### src/rtl/mm2a_pkg.sv
// Shared types and constants for the byte-stream MurmurHash2A block.
`default_nettype none

package mm2a_pkg;

    // Murmur multiplier and shift amounts.
    localparam logic [31:0] MURMUR_MUL   = 32'h5bd1e995;
    localparam int unsigned MURMUR_SHIFT = 24;
    localparam int unsigned FIN_SHIFT_A  = 13;
    localparam int unsigned FIN_SHIFT_B  = 15;

    // Sequencer states.
    typedef enum logic [2:0] {
        ST_IDLE,
        ST_K1,
        ST_K2,
        ST_H,
        ST_TAIL,
        ST_LEN,
        ST_FIN,
        ST_FOUT
    } mm2a_state_t;

    // Which value the current fold is mixing in.
    typedef enum logic [1:0] {
        FOLD_DATA,
        FOLD_TAIL,
        FOLD_LEN
    } mm2a_fold_t;

endpackage

`default_nettype wire

### src/rtl/murmur2a_byte_stream_hash32.sv
// Byte-stream MurmurHash2A (32-bit) with one shared multiplier under a small sequencer.
//
// Usage: one key byte per input word on the in_valid / in_stall channel, with
// first_of_key loading seed into the running hash and last_of_key closing the key.
// An empty key is one word with first_of_key and last_of_key set and byte_valid low.
// Each closed key yields one word on the out_valid / out_stall channel carrying
// hash_value; other input words yield nothing.
// Sequencing: all multiplications run one after another through a single 32x32
// multiplier, one per cycle. A byte that does not complete a group of four needs
// only the accept; a byte that completes a group is accepted and then passes
// through three multiplies. The last word of a key, after any group that it
// completes, then runs the tail fold, length fold and finalizer, after which the
// hash sits in the output register.
// in_stall is high whenever the sequencer is busy with a word.
// If the receiver holds out_stall, the finished hash stays in the output register;
// the block still takes further words and only waits when a second hash is ready
// before the first one has been taken.
// Reset clears the running hash, pending bytes, length and the output valid.
`default_nettype none

module murmur2a_byte_stream_hash32
    import mm2a_pkg::*;
(
    input  wire logic        clk,
    input  wire logic        rst_n,
    input  wire logic        in_valid,
    output logic             in_stall,
    input  wire logic [7:0]  key_byte,
    input  wire logic        byte_valid,
    input  wire logic        first_of_key,
    input  wire logic        last_of_key,
    input  wire logic [31:0] seed,
    output logic             out_valid,
    input  wire logic        out_stall,
    output logic [31:0]      hash_value
);

    mm2a_state_t state_reg, state_next;
    mm2a_fold_t  fold_reg, fold_next;
    logic [31:0] hash_reg, hash_next;
    logic [31:0] acc_reg, acc_next;
    logic [23:0] pend_reg, pend_next;
    logic [1:0]  phase_reg, phase_next;
    logic [31:0] len_reg, len_next;
    logic        last_reg, last_next;
    logic        oval_reg, oval_next;
    logic [31:0] out_reg, out_next;

    logic [31:0] base_hash;
    logic [23:0] base_pend;
    logic [1:0]  base_phase;
    logic [31:0] base_len;
    logic [31:0] tail_word;
    logic [31:0] mul_op;
    logic [31:0] mul_res;
    logic        accept;
    logic        out_free;

    assign accept    = in_valid && (state_reg == ST_IDLE);
    assign in_stall  = (state_reg != ST_IDLE);
    assign out_valid = oval_reg;
    assign hash_value = out_reg;
    assign out_free  = !oval_reg || !out_stall;

    // State seen by an accepted word after an optional seed load.
    assign base_hash  = first_of_key ? seed : hash_reg;
    assign base_pend  = first_of_key ? 24'd0 : pend_reg;
    assign base_phase = first_of_key ? 2'd0 : phase_reg;
    assign base_len   = first_of_key ? 32'd0 : len_reg;

    // Leftover bytes repacked little-endian; the earliest byte goes lowest.
    always_comb
    begin
        case (phase_reg)
            2'd1: tail_word = {24'd0, pend_reg[7:0]};
            2'd2: tail_word = {16'd0, pend_reg[7:0], pend_reg[15:8]};
            2'd3: tail_word = {8'd0, pend_reg[7:0], pend_reg[15:8], pend_reg[23:16]};
            default: tail_word = 32'd0;
        endcase
    end

    // Operand select for the shared multiplier.
    always_comb
    begin
        case (state_reg)
            ST_K1:   mul_op = acc_reg;
            ST_K2:   mul_op = acc_reg ^ (acc_reg >> MURMUR_SHIFT);
            ST_H:    mul_op = hash_reg;
            ST_TAIL: mul_op = tail_word;
            ST_LEN:  mul_op = len_reg;
            ST_FIN:  mul_op = hash_reg ^ (hash_reg >> FIN_SHIFT_A);
            default: mul_op = acc_reg;
        endcase
    end

    // The one multiplier; only the low 32 bits of the product are kept.
    assign mul_res = mul_op * MURMUR_MUL;

    // Sequencer: next state and datapath updates.
    always_comb
    begin
        state_next = state_reg;
        fold_next  = fold_reg;
        hash_next  = hash_reg;
        acc_next   = acc_reg;
        pend_next  = pend_reg;
        phase_next = phase_reg;
        len_next   = len_reg;
        last_next  = last_reg;
        oval_next  = oval_reg;
        out_next   = out_reg;

        if (oval_reg && !out_stall)
        begin
            oval_next = 1'b0;
        end

        case (state_reg)
            ST_IDLE:
            begin
                if (accept)
                begin
                    hash_next  = base_hash;
                    pend_next  = base_pend;
                    phase_next = base_phase;
                    len_next   = base_len;
                    last_next  = last_of_key;
                    fold_next  = FOLD_DATA;
                    if (byte_valid)
                    begin
                        len_next = base_len + 32'd1;
                        if (base_phase == 2'd3)
                        begin
                            acc_next   = {base_pend, key_byte};
                            pend_next  = 24'd0;
                            phase_next = 2'd0;
                        end
                        else
                        begin
                            pend_next  = {base_pend[15:0], key_byte};
                            phase_next = base_phase + 2'd1;
                        end
                    end
                    if (byte_valid && (base_phase == 2'd3))
                    begin
                        state_next = ST_K1;
                    end
                    else if (last_of_key)
                    begin
                        state_next = ST_TAIL;
                    end
                end
            end
            ST_K1:
            begin
                acc_next   = mul_res;
                state_next = ST_K2;
            end
            ST_K2:
            begin
                acc_next   = mul_res;
                state_next = ST_H;
            end
            ST_H:
            begin
                hash_next = mul_res ^ acc_reg;
                case (fold_reg)
                    FOLD_DATA: state_next = last_reg ? ST_TAIL : ST_IDLE;
                    FOLD_TAIL: state_next = ST_LEN;
                    FOLD_LEN:  state_next = ST_FIN;
                    default:   state_next = ST_IDLE;
                endcase
            end
            ST_TAIL:
            begin
                acc_next   = mul_res;
                fold_next  = FOLD_TAIL;
                state_next = ST_K2;
            end
            ST_LEN:
            begin
                acc_next   = mul_res;
                fold_next  = FOLD_LEN;
                state_next = ST_K2;
            end
            ST_FIN:
            begin
                hash_next  = mul_res;
                state_next = ST_FOUT;
            end
            ST_FOUT:
            begin
                // Hand the hash over once the output register is free.
                if (out_free)
                begin
                    hash_next  = hash_reg ^ (hash_reg >> FIN_SHIFT_B);
                    out_next   = hash_reg ^ (hash_reg >> FIN_SHIFT_B);
                    oval_next  = 1'b1;
                    pend_next  = 24'd0;
                    phase_next = 2'd0;
                    len_next   = 32'd0;
                    last_next  = 1'b0;
                    state_next = ST_IDLE;
                end
            end
            default:
            begin
                state_next = ST_IDLE;
            end
        endcase
    end

    // Control and hash state registers.
    always_ff @(posedge clk or negedge rst_n)
    begin
        if (!rst_n)
        begin
            state_reg <= ST_IDLE;
            fold_reg  <= FOLD_DATA;
            hash_reg  <= 32'd0;
            pend_reg  <= 24'd0;
            phase_reg <= 2'd0;
            len_reg   <= 32'd0;
            last_reg  <= 1'b0;
            oval_reg  <= 1'b0;
        end
        else
        begin
            state_reg <= state_next;
            fold_reg  <= fold_next;
            hash_reg  <= hash_next;
            pend_reg  <= pend_next;
            phase_reg <= phase_next;
            len_reg   <= len_next;
            last_reg  <= last_next;
            oval_reg  <= oval_next;
        end
    end

    // Payload registers.
    always_ff @(posedge clk)
    begin
        acc_reg <= acc_next;
        out_reg <= out_next;
    end

endmodule

`default_nettype wire

### config.mk
export PLATFORM = sky130hd
export DESIGN_NAME = murmur2a_byte_stream_hash32
export DESIGN_NICKNAME = d
export VERILOG_FILES = /design/src/rtl/mm2a_pkg.sv /design/src/rtl/murmur2a_byte_stream_hash32.sv
export SDC_FILE = /design/constraint.sdc
export NUM_CORES = 1
export LEC_CHECK = 0
export ABC_AREA = 1
export BUFFER_PORTS_ARGS = -buffer_cell sky130_fd_sc_hd__buf_2
export CORE_UTILIZATION = 40
export CTS_CLUSTER_SIZE = 10
export DETAILED_ROUTE_END_ITERATION = 6
export PLACE_DENSITY = 0.58
export SYNTH_ARGS = -nofsm -noshare
export SYNTH_HDL_FRONTEND = slang
export SYNTH_SLANG_ARGS = --single-unit
### constraint.sdc
create_clock -name clk -period 12.4 [get_ports clk]
set_clock_uncertainty 0.2 [all_clocks]
set_input_delay 1.86 -clock clk [delete_from_list [all_inputs] [get_ports clk]]
set_output_delay 1.86 -clock clk [all_outputs]
set_load 0.02 [all_outputs]
==> reports/metrics.cfg <==
[clock_tree]
cts_tree=done
clk_pin_slew_ns=0.07
ctsHoldBuffers=0
clk_latency_ns=0.47
cts.sinks=161
cts.htree.levels=4
clockBufferDepth=2
cts_setup_buffers=0
cts_root_buf=clkbuf_16
cts_resized=0
numCtsBuffers=17

[synthesis]
ys_warn_count=0
synth_edf_count=64
netlist_area_um2=19200
async_flop_share=0.602
yosys-top-cells-area=fa_1 (19%), ha_1 (14%), dfrtp_1 (13%), inv_1 (11%), edfxtp_1 (10%)
yosys_register_bits=161
synthFlopType=dfrtp_1
synth-seq-area-share=0.227
synth_fp_nets=2787
ys_types=62
synth_cells=2341
yosysTopAreaCell=fa_1
synth.avg_cell_area_um2=8.19
yosysTopAreaCellShare=0.186

[drt]
viasPerCell=5.60
drt_iter0_markers=1958
drt_first_pass_iters=5
vias=16884
drc=0
drtAntennaViolNets=0
detail_route.wl_per_cell_um=23.3
wirelength_mm=70.3

[timing]
rsz0062_at_grt=no
fin_crit_ns=10.16
drv_slew=0
post-route-period-util=0.819
setup_tns_ns=0
slew_headroom=0.201
fmax_ghz=0.0984
setup_viol=0
final_hold_viol_count=0
worstMarginPinSlew_ns=1.19

[setup_path]
cp_top_family=adder cells
worst-path-buf-inv=8
cp_slowest_stage_delay_ns=0.93
endpoint_kind=flip-flop
path_max_fanout=33
worstSetupPathType=reg -> reg
slowest_stage=inv_1
start_kind=flip-flop
worst_ep_arrival_time_ns=10.26
cp.required_ns=12.50

[floorplanning]
row_count=79
die_w_um=221
die_y_um=221
core_um2=47000
dieArea_um2=48800
ios=81
start_util=0.409

[final_layout]
n_antenna_cell=0
final_nets=2843
syn_to_final_growth_pct=8.33
fin_cells=3017
register_area_um2=4350
final_cell_mix=inv_1 (559), nand2_1 (348), ha_1 (221), fa_1 (178), o21ai_0 (163)
post-route-cell-area_um2=20800
drive_above_1_share=0.0834
multiInputGateArea_um2=12400
final_util=0.443
fillers=4672
final_common_cell=inv_1

[status]
run_status=finished, final reports clean

[global_route]
antenna_found_initial=0
grt_overflow=0
grt_use_total=0.291
grt_max_degree=77
grt_pass1_wl_mm=105
grt_pass1_vias=16248

[place]
numPortBuffers=80
hpwlAfterDp_mm=55.3
place_area_um2=20200
globalplace.congestion=0.968
placed_cells=2985

[min_path]
hp-class=reg -> reg

[flow_run]
max_cap_violations=0

==> through the flow <==
step	setup slack, ns	hold WS, ns
CTS	2.41	0.315
global route	1.89	0.335
detailed placement	2.48	0.301
floorplan	4.58	0.266
finish	2.24	0.306
global placement	2.35	0.280
==> cell families (layout without fill, tap and decap cells) <==
family / count (synthesis) / after routing / synth area share
simple gates: 688 / 688 / 0.162
fa+ha+maj: 399 / 399 / 0.330
flops: 161 / 161 / 0.227
buf+inv: 635 / 704 / 0.128
compound gates: 393 / 393 / 0.124
xor+xnor: 65 / 65 / 0.0297
==> worst register-to-register path: cells and delay by family (launching register included) <==
| family | cells | cell delay (ns) |
|---|---|---|
| and+or+nand+nor | 9 | 2.29 |
| buffers and inverters | 8 | 1.56 |
| AOI/OAI and AO/OA | 3 | 0.95 |
| adders and majority gates | 9 | 4.29 |
| DFF | 1 | 0.69 |
==> cells in the mapped netlist, types with 4 or more instances <==
library cell	n
nor4_1	4
o22ai_1	39
a221oi_1	8
o2111ai_1	9
a311oi_1	4
inv_2	6
nand4_1	24
xor2_1	41
buf_1	4
nor2_4	6
or2_2	12
o32ai_1	6
a21o_1	4
nor2_2	10
buf_6	5
nand2_2	4
edfxtp_1	64
nand2_4	5
o221ai_1	15
clkbuf_1	40
a21oi_1	61
a31oi_1	18
dfrtp_1	97
nand3_1	99
o21ai_1	9
a22oi_1	11
fa_1	178
o211ai_1	4
ha_1	221
nor2_1	126
buf_2	15
nand2_1	348
nand3_2	6
nand3b_1	8
xnor2_1	24
nor3_1	24
a32oi_1	11
o21bai_1	7
o21ai_0	167
inv_1	559
nor3_2	4
==> path summary, 6_finish.rpt <==
check,startpoint,endpoint,slack [ns],cells past startpoint
max,state_reg[1],hash_reg[30],2.24,29
min,out_valid,out_valid,0.31,2
max reg2reg,state_reg[1],hash_reg[30],2.24,29
min reg2reg,out_valid,out_valid,0.31,2
max in group asynchronous,rst_n,hash_reg[19],9.46,2
min in group asynchronous,rst_n,len_reg[11],1.20,1
==> routing by layer <==
metal,GRT usage,vias up,wire (um)
met5,0,-,0
met4,0.114,0,2830
met3,0.0469,131,6400
met2,0.447,835,30800
met1,0.410,8275,30300
li1,-,7643,-
==> final cells by class <==
| type | count | share of cell area |
|---|---|---|
| Clock inverter | 10 | 0.00349 |
| Inverter | 569 | 0.103 |
| Sequential cell | 161 | 0.209 |
| Clock buffer | 22 | 0.0235 |
| Tap cell | 607 | 0.0366 |
| Multi-Input combinational cell | 1545 | 0.596 |
| Timing Repair Buffer | 103 | 0.0277 |
Power is not shown: default switching activity piles up to over one toggle a cycle in this logic, so the estimate is an artifact.
